**src/rtl/aabb_pkg.sv**
```systemverilog
// ----------------------------------------------------------------------------
// aabb_pkg
// Shared types and constants for the box collide and resolve pipeline.
// ----------------------------------------------------------------------------
package aabb_pkg;

    localparam int COORD_W = 32;
    localparam int HALF_W  = 30;
    localparam int DIFF_W  = COORD_W + 1;   // center difference
    localparam int SUM_W   = HALF_W + 1;    // half-extent sum
    localparam int OV_W    = DIFF_W + 1;    // signed overlap
    localparam int PUSH_W  = OV_W + 1;      // signed push before saturation
    localparam int NUM_AX  = 3;

    localparam logic signed [COORD_W-1:0] PUSH_MAX = {1'b0, {(COORD_W-1){1'b1}}};
    localparam logic signed [COORD_W-1:0] PUSH_MIN = {1'b1, {(COORD_W-1){1'b0}}};

    // per-axis overlap result handed to the axis select stage
    typedef struct packed {
        logic signed [OV_W-1:0] ov;
        logic                   dl_pos;
    } t_axis_res;

endpackage

```
**src/rtl/aabb_axis.sv**
```systemverilog
// ----------------------------------------------------------------------------
// aabb_axis
// Two-stage per-axis unit: center difference and half sum, then signed
// overlap (half sum minus absolute difference).
// ----------------------------------------------------------------------------
module aabb_axis
    import aabb_pkg::*;
(
    input  logic                      i_clk,
    input  logic signed [COORD_W-1:0] i_ca,
    input  logic        [HALF_W-1:0]  i_ha,
    input  logic signed [COORD_W-1:0] i_cb,
    input  logic        [HALF_W-1:0]  i_hb,
    output t_axis_res                 o_res
);

    logic signed [DIFF_W-1:0] r_dl, n_dl;
    logic        [SUM_W-1:0]  r_hs, n_hs;
    t_axis_res                r_res, n_res;
    logic        [DIFF_W-1:0] abs_dl;

    always_comb begin
        n_dl = {i_cb[COORD_W-1], i_cb} - {i_ca[COORD_W-1], i_ca};
        n_hs = {1'b0, i_ha} + {1'b0, i_hb};
    end

    always_comb begin
        abs_dl       = r_dl[DIFF_W-1] ? DIFF_W'(-r_dl) : DIFF_W'(r_dl);
        n_res.ov     = $signed({{(OV_W-SUM_W){1'b0}}, r_hs}) - $signed({1'b0, abs_dl});
        n_res.dl_pos = !r_dl[DIFF_W-1] && (r_dl != '0);
    end

    always_ff @(posedge i_clk) begin
        r_dl  <= n_dl;
        r_hs  <= n_hs;
        r_res <= n_res;
    end

    assign o_res = r_res;

endmodule

```
**src/rtl/aabb_select.sv**
```systemverilog
// ----------------------------------------------------------------------------
// aabb_select
// Two-stage resolve: hit test and least-penetration axis pick (ties to x,
// then y), then signed push with saturation.
// ----------------------------------------------------------------------------
module aabb_select
    import aabb_pkg::*;
(
    input  logic                      i_clk,
    input  t_axis_res                 i_res [NUM_AX],
    output logic                      o_hit,
    output logic signed [COORD_W-1:0] o_push [NUM_AX]
);

    logic                     r_hit, n_hit;
    logic [NUM_AX-1:0]        r_sel, n_sel;
    logic signed [OV_W-1:0]   r_ov, n_ov;
    logic                     r_pos, n_pos;
    logic                     r_hit2;
    logic signed [COORD_W-1:0] r_push [NUM_AX];
    logic signed [COORD_W-1:0] n_push [NUM_AX];
    logic signed [PUSH_W-1:0]  sp;
    logic signed [COORD_W-1:0] sat;

    always_comb begin
        n_hit = !i_res[0].ov[OV_W-1] && !i_res[1].ov[OV_W-1] && !i_res[2].ov[OV_W-1];
        if (i_res[0].ov <= i_res[1].ov && i_res[0].ov <= i_res[2].ov) begin
            n_sel = 3'b001;
        end else if (i_res[1].ov <= i_res[2].ov) begin
            n_sel = 3'b010;
        end else begin
            n_sel = 3'b100;
        end
        n_ov  = n_sel[0] ? i_res[0].ov : (n_sel[1] ? i_res[1].ov : i_res[2].ov);
        n_pos = n_sel[0] ? i_res[0].dl_pos
              : (n_sel[1] ? i_res[1].dl_pos : i_res[2].dl_pos);
    end

    always_comb begin
        sp = r_pos ? -PUSH_W'(r_ov) : PUSH_W'(r_ov);
        if (sp > PUSH_W'(PUSH_MAX)) begin
            sat = PUSH_MAX;
        end else if (sp < PUSH_W'(PUSH_MIN)) begin
            sat = PUSH_MIN;
        end else begin
            sat = sp[COORD_W-1:0];
        end
        for (int k = 0; k < NUM_AX; k++) begin
            n_push[k] = (r_hit && r_sel[k]) ? sat : '0;
        end
    end

    always_ff @(posedge i_clk) begin
        r_hit  <= n_hit;
        r_sel  <= n_sel;
        r_ov   <= n_ov;
        r_pos  <= n_pos;
        r_hit2 <= r_hit;
        r_push <= n_push;
    end

    assign o_hit  = r_hit2;
    assign o_push = r_push;

endmodule

```
**src/rtl/aabb_collide_resolve_unit.sv**
```systemverilog
// ----------------------------------------------------------------------------
// aabb_collide_resolve_unit
// Box pair overlap test with least-penetration push-out for box A.
// ----------------------------------------------------------------------------
// Takes one box pair per clock (busy is never raised) and returns each result
// marked by o_valid for one cycle, after four register stages: center
// difference and half sum, overlap, axis pick, push and saturation. Results
// cannot be held off; the receiver must take each one in the cycle it appears.
module aabb_collide_resolve_unit
    import aabb_pkg::*;
(
    input  logic                      i_clk,
    input  logic                      i_rst_n,
    input  logic                      start,
    output logic                      busy,
    input  logic signed [COORD_W-1:0] i_a_center_x,
    input  logic signed [COORD_W-1:0] i_a_center_y,
    input  logic signed [COORD_W-1:0] i_a_center_z,
    input  logic        [HALF_W-1:0]  i_a_half_x,
    input  logic        [HALF_W-1:0]  i_a_half_y,
    input  logic        [HALF_W-1:0]  i_a_half_z,
    input  logic signed [COORD_W-1:0] i_b_center_x,
    input  logic signed [COORD_W-1:0] i_b_center_y,
    input  logic signed [COORD_W-1:0] i_b_center_z,
    input  logic        [HALF_W-1:0]  i_b_half_x,
    input  logic        [HALF_W-1:0]  i_b_half_y,
    input  logic        [HALF_W-1:0]  i_b_half_z,
    output logic                      o_valid,
    output logic                      o_collided,
    output logic signed [COORD_W-1:0] o_push_x,
    output logic signed [COORD_W-1:0] o_push_y,
    output logic signed [COORD_W-1:0] o_push_z,
    output logic                      o_stop_motion
);

    localparam int LAT = 4;

    logic signed [COORD_W-1:0] ca [NUM_AX];
    logic signed [COORD_W-1:0] cb [NUM_AX];
    logic        [HALF_W-1:0]  ha [NUM_AX];
    logic        [HALF_W-1:0]  hb [NUM_AX];
    t_axis_res                 res [NUM_AX];
    logic signed [COORD_W-1:0] push [NUM_AX];
    logic                      hit;
    logic [LAT-1:0]            r_vld, n_vld;

    assign ca = '{i_a_center_x, i_a_center_y, i_a_center_z};
    assign cb = '{i_b_center_x, i_b_center_y, i_b_center_z};
    assign ha = '{i_a_half_x, i_a_half_y, i_a_half_z};
    assign hb = '{i_b_half_x, i_b_half_y, i_b_half_z};

    genvar g;
    generate
        for (g = 0; g < NUM_AX; g++) begin : g_axis
            aabb_axis u_axis (
                .i_clk (i_clk),
                .i_ca  (ca[g]),
                .i_ha  (ha[g]),
                .i_cb  (cb[g]),
                .i_hb  (hb[g]),
                .o_res (res[g])
            );
        end
    endgenerate

    aabb_select u_select (
        .i_clk  (i_clk),
        .i_res  (res),
        .o_hit  (hit),
        .o_push (push)
    );

    assign busy  = 1'b0;
    assign n_vld = {r_vld[LAT-2:0], start && !busy};

    always_ff @(posedge i_clk) begin
        if (!i_rst_n) begin
            r_vld <= '0;
        end else begin
            r_vld <= n_vld;
        end
    end

    assign o_valid       = r_vld[LAT-1];
    assign o_collided    = hit;
    assign o_stop_motion = hit;
    assign o_push_x      = push[0];
    assign o_push_y      = push[1];
    assign o_push_z      = push[2];

endmodule

```
**config.mk**
```make
export PLATFORM = sky130hd
export DESIGN_NAME = aabb_collide_resolve_unit
export DESIGN_NICKNAME = d
export VERILOG_FILES = /design/src/rtl/aabb_pkg.sv /design/src/rtl/aabb_axis.sv /design/src/rtl/aabb_select.sv /design/src/rtl/aabb_collide_resolve_unit.sv
export SDC_FILE = /design/constraint.sdc
export NUM_CORES = 1
export LEC_CHECK = 0
export BUFFER_PORTS_ARGS = -buffer_cell sky130_fd_sc_hd__buf_2
export CORE_MARGIN = 3
export CORE_UTILIZATION = 60
export DETAILED_ROUTE_END_ITERATION = 10
export PLACE_DENSITY = 0.9
export SYNTH_ARGS = -nofsm -noshare
export SYNTH_HDL_FRONTEND = slang
export SYNTH_HIERARCHICAL = 1
export SYNTH_SLANG_ARGS = --single-unit
```
**constraint.sdc**
```tcl
create_clock -name i_clk -period 6.85 [get_ports i_clk]
set_input_delay 0.685 -clock i_clk [delete_from_list [all_inputs] [get_ports i_clk]]
set_output_delay 0.685 -clock i_clk [all_outputs]
set_load 0.05 [all_outputs]
```
Word level (Yosys, flattened, before mapping) --
Cells that the tools add are included.
Word-level totals: register bits after elaboration 437, bits of input ports 375, logic and storage cells 70
Cells by class: $add $sub $neg 13, magnitude comparators 5, multiplexer cells 12, reduce and logical (&&, ||, !) cells 18
Operator list (count):
- 34-bit less-or-equal comparator | 3
- 31-bit by 33-bit subtractor with 34-bit output | 3
- 33-bit 2-to-1 mux | 3
- 33-bit negator | 3
- 33-bit nonzero test | 3
- 32-bit by 32-bit subtractor with 33-bit output | 3
- 30-bit by 30-bit adder with 31-bit output | 3
- 34-bit 2-to-1 mux | 2
- 32-bit 2-to-1 mux | 2
- 35-bit by 32-bit greater-than comparator with 1-bit output, second input constant | 1
- 35-bit by 32-bit < comparator with 1-bit output, second input constant | 1
- 35-bit 2-to-1 mux | 1
- 34-bit negator with 35-bit output | 1
- 1-bit logical AND | 9
- 1-bit zero test | 6
- 3-bit 2-to-1 mux | 1
- 1-bit 2-to-1 mux | 2
- 2-bit 2-to-1 mux | 1

Logic depth before layout (Yosys ltp) --
word-level depth 5, mapped depth 17

Hierarchy --
Netlist, hierarchy kept.
By module, submodules not included:
- aabb_axis at g_axis[1].u_axis ... | instances 2, cells each 829, area an instance 7158.1 µm², sequential area each 1981.9 µm²
- aabb_select | instances 1, cells each 794, area an instance 7553.5 µm², sequential area each 2722.6 µm²
- aabb_axis at g_axis[0].u_axis | instances 1, cells each 882, area an instance 7484.7 µm², sequential area each 1981.9 µm²
- aabb_collide_resolve_unit | instances 1, cells each 11, area an instance 123.9 µm², sequential area each 80.1 µm²

Least setup slack after synthesis --
OpenSTA, ideal clock, no wires.
path type reg2reg, start point register g_axis[0].u_axis.r_dl[8], end point register g_axis[0].u_axis.r_res (netlist bit g_axis[0].u_axis/o_res[32]), data arrival time 4.233 ns, required time 6.728 ns, slack 2.495 ns, stages on the path, launching flop included 16, clock period less this slack 4.355 ns, cells stage by stage dfxtp_1 -> or4_4 -> or3_4 -> or3_2 -> or2_1 -> or3_1 -> o31ai_1 -> xor2_1 -> ha_1 -> clkbuf_1 -> a21o_1 -> a21oi_1 -> or3b_2 -> o211ai_1 -> a21oi_1 -> xnor2_1
RTL lines:
- start, declared | RTL line aabb_axis.sv:17 | logic signed [DIFF_W-1:0] r_dl, n_dl;
- start signal, assigned | RTL line aabb_axis.sv:34 | r_dl <= n_dl;
- end signal, assigned | RTL line aabb_axis.sv:36 | r_res <= n_res;
- end, declared | RTL line aabb_axis.sv:19 | t_axis_res r_res, n_res;

==> impl_metrics.tcl <==
set metrics [dict create \
    status "finished clean" \
    cts_setup_buffers 0 \
    num_antenna_cells 0 \
    critPathKind "flop to flop" \
    cts_resized 0 \
    wl_um 76400 \
    finClkSkew_ns 0.00822 \
    first_pass_iters 6 \
    grt_pass1_wl_um 120000 \
    rows 80 \
    synth_top_flop_cell "dfxtp_1" \
    detail_route.wl_per_cell_um 17.0 \
    vias_per_cell 5.85 \
    die_area_um2 51800 \
    tightest_slew_ns 1.24 \
    rsz0062_at_grt "false" \
    core_area_um2 48100 \
    worstHoldPathType "primary input to flop" \
    fmax_ghz 0.213 \
    fillers 3735 \
    p_per_area_nw_per_um2 406 \
    path_common_cell "a21oi_1" \
    critPathBufInv 0 \
    syn_inst 3345 \
    antenna_found_initial 2 \
    finalMaxSlewViolations 0 \
    syn_nets 4115 \
    postRouteAntennaNets 0 \
    gr-total-overflow 0 \
    cp.required_ns 7.28 \
    start_kind "flop" \
    fin_crit_sh_pct 68.4 \
    gp_congestion 0.971 \
    yosysSeqAreaShare_pct 29.7 \
    cts_max_level 2 \
    hold-path-endpoint "g_axis[1].u_axis/r_hs[0]$_DFF_P_" \
    synth.distinct_cells 91 \
    reg2reg_from "g_axis[0].u_axis/r_dl[8]$_DFF_P_" \
    synth.avg_cell_area_um2 8.81 \
    finalSetupViolCount 0 \
    die_w_um 228 \
    ys_warn_count 6 \
    cts_buffers 43 \
    die_h_um 228 \
    async_flop_share_pct 0 \
    critPathArrivalTime_ns 5.12 \
    critPathCaptureType "flop" \
    area_growth_pct 15.0 \
    initial_core_util_pct 61.2 \
    critical-path-top-delay-family "simple AND/OR/NAND/NOR gates" \
    synth-seq-cells 437 \
    root_buffer "clkbuf_16" \
    clk_path_buf_depth 3 \
    worst_r2r_path_depth 14 \
    cts_tree "built" \
    ff2ff_setup_slack_ns 2.16 \
    synth-edff-count 0 \
    finalHoldViolations 0 \
    slew_headroom_pct 16.9 \
    cap_violations 0 \
    syn-cell-area_um2 29500 \
    fin_ws_ns 2.16 \
    dpl.hpwl_um 61200 \
    finalSetupTns_ns 0 \
    fin_crit_ns 4.69 \
    grt_util_all_layers_pct 28.1 \
    nNetsFinal 4576 \
    max_stage_delay_ns 0.54 \
    power_leakage_uw 0.0166 \
    num_vias 26300 \
    portBuffers 473 \
    drc 0 \
    grt_max_degree 35 \
    clk_latency_ns 0.55 \
    boundaryPins 475 \
    ir_drop_v 0.000418 \
    min-delay-start "i_b_half_y[0]" \
    cts.sinks 437 \
    pre_cts_slack_ns 2.25 \
    whs_path_depth 2 \
    worstReg2RegEnd "g_axis[0].u_axis/o_res[32]$_DFF_P_" \
    grt_pass1_vias 24800 \
    worstPathCellList "or4_4, or3_4, or3_2, or2_1, or3_1, o31ai_1, xor2_1, ha_1, a21o_1, a21oi_1, or3b_2, o211ai_1, a21oi_1, xnor2_1" \
    cts_hold_buf 0 \
    slowest_stage "or4_4" \
    cts.clk_slew.worst_paths_ns 0.06 \
    drtIter0Drc 1612 \
    critical_path.max_fanout 7 \
    drive_gt1_share_pct 17.9 \
]
[logic make-up after synthesis]
family	synth area share (%)
buffers and inverters	4.31
AND/OR/NAND/NOR	13.4
adder cells (fa/ha/maj)	17.0
XOR/XNOR	10.6
multiplexers	2.83
flip-flops	29.7
AO/OA/AOI/OAI	22.1
other	0.0127
[flip-flops by register name (all words and copies together), names as in the netlist]
| name | count |
|---|---|
| u_select/r_pos | 1 |
| u_select/r_ov | 34 |
| u_select/r_hit | 1 |
| g_axis.u_axis/o_res | 105 |
| u_select/r_sel | 3 |
| g_axis.u_axis/r_dl | 99 |
| u_select/o_push | 96 |
| g_axis.u_axis/r_hs | 93 |
| r_vld | 4 |
| u_select/o_hit | 1 |
[worst reg2reg max path, cell delays in order (launching register included)]
cell and delay [ns]:
dfxtp_1 0.34, or4_4 0.54, or3_4 0.35, or3_2 0.43
or2_1 0.30, or3_1 0.45, o31ai_1 0.26, xor2_1 0.18
ha_1 0.33, a21o_1 0.21, a21oi_1 0.16, or3b_2 0.45
o211ai_1 0.25, a21oi_1 0.15, xnor2_1 0.15
[worst max path at each step]
stage | endpoint | depth (start not counted) | start | slack [ns]
2_1_floorplan | g_axis[0].u_axis/o_res[32]$_DFF_P_ | 15 | g_axis[0].u_axis/r_dl[8]$_DFF_P_ | 2.50
6_report | g_axis[0].u_axis/o_res[32]$_DFF_P_ | 14 | g_axis[0].u_axis/r_dl[8]$_DFF_P_ | 2.16
5_1_grt | g_axis[0].u_axis/o_res[32]$_DFF_P_ | 15 | g_axis[0].u_axis/r_dl[8]$_DFF_P_ | 1.82
3_3_place_gp | g_axis[0].u_axis/o_res[32]$_DFF_P_ | 14 | g_axis[0].u_axis/r_dl[8]$_DFF_P_ | 2.32
4_1_cts | g_axis[0].u_axis/o_res[32]$_DFF_P_ | 14 | g_axis[0].u_axis/r_dl[8]$_DFF_P_ | 2.19
3_5_place_dp | g_axis[0].u_axis/o_res[32]$_DFF_P_ | 14 | g_axis[0].u_axis/r_dl[8]$_DFF_P_ | 2.25
[power breakdown]
group	internal, uW	switching (uW)	leakage [uW]	total (uW)
combinational	3250	4120	0.0122	7360
sequential	3330	699	0.00365	4030
clock	1410	966	0.000713	2380
[synth_stat cells, types with 37 or more instances]
cell type	instances	area (um^2)
a31oi_1	38	238
o21bai_1	42	315
nor2b_1	37	231
nand2_1	197	739
mux2i_1	44	440
inv_1	261	980
o21ai_1	67	335
xor2_1	172	1510
ha_1	386	4830
and3_1	45	282
nor3_1	47	235
a21oi_1	253	1270
dfxtp_1	437	8750
xnor2_1	186	1630
o31ai_1	48	360
nor2_1	154	578
o21ai_0	147	736
a21o_1	141	1060
nand3_1	68	340
[stage by stage]
stage	util, %	cell area [um^2]	instances	hold WS [ns]	total power [uW]
floorplan	-	29500	3345	0.329	9260
global placement	67.4	32500	4417	0.410	11000
detailed placement	67.4	32500	4417	0.420	11200
CTS	70.4	33900	4495	0.318	13700
global route	70.4	33900	4495	0.355	14700
finish	70.4	33900	4495	0.349	13800
[final cells by class]
| cell class | count | area, um^2 | share of cell area [%] |
|---|---|---|---|
| timing repair buffer | 481 | 2430 | 7.16 |
| clock buffer | 57 | 1220 | 3.60 |
| inverter | 261 | 980 | 2.89 |
| sequential | 437 | 8750 | 25.8 |
| clock inverter | 21 | 226 | 0.668 |
| multi-input combinational | 2582 | 19500 | 57.5 |
| tap | 656 | 821 | 2.42 |
[cell usage in the layout, fill, tap and decap left out, types with 10 or more instances in the layout]
| cell type | instances |
|---|---|
| clkbuf_16 | 45 |
| xor2_1 | 172 |
| a21o_1 | 141 |
| and2_1 | 14 |
| o21bai_1 | 42 |
| a31oi_1 | 38 |
| nand2_1 | 197 |
| or3_1 | 20 |
| nand4_1 | 30 |
| xnor2_1 | 186 |
| clkinv_2 | 11 |
| a31o_2 | 12 |
| buf_2 | 473 |
| a21oi_1 | 253 |
| o211ai_1 | 17 |
| o41ai_1 | 17 |
| mux2i_1 | 44 |
| nor2_1 | 154 |
| or2_2 | 17 |
| and4_1 | 11 |
| a211oi_1 | 28 |
| and3_1 | 45 |
| ha_1 | 386 |
| nor3_1 | 47 |
| nor2b_1 | 37 |
| dfxtp_1 | 437 |
| nand2b_1 | 32 |
| o21ai_2 | 27 |
| or4_1 | 11 |
| nand3_1 | 68 |
| a221o_1 | 10 |
| inv_1 | 261 |
| o21ai_0 | 146 |
| o31ai_1 | 48 |
| mux2_2 | 35 |
| nor4_1 | 12 |
| o21ai_1 | 67 |
| o21a_1 | 36 |
[metal layers]
layer / up-vias / routed length, um / share of wire (%) / track usage [%]
met5: - / 10 / 0.013 / 0
li1: 13000 / - / - / -
met1: 12200 / 32900 / 43 / 35.9
met3: 166 / 5100 / 6.7 / 4.47
met4: 2 / 2080 / 2.7 / 8.81
met2: 967 / 36300 / 48 / 48.9
Power figures use the tool's default switching activity.
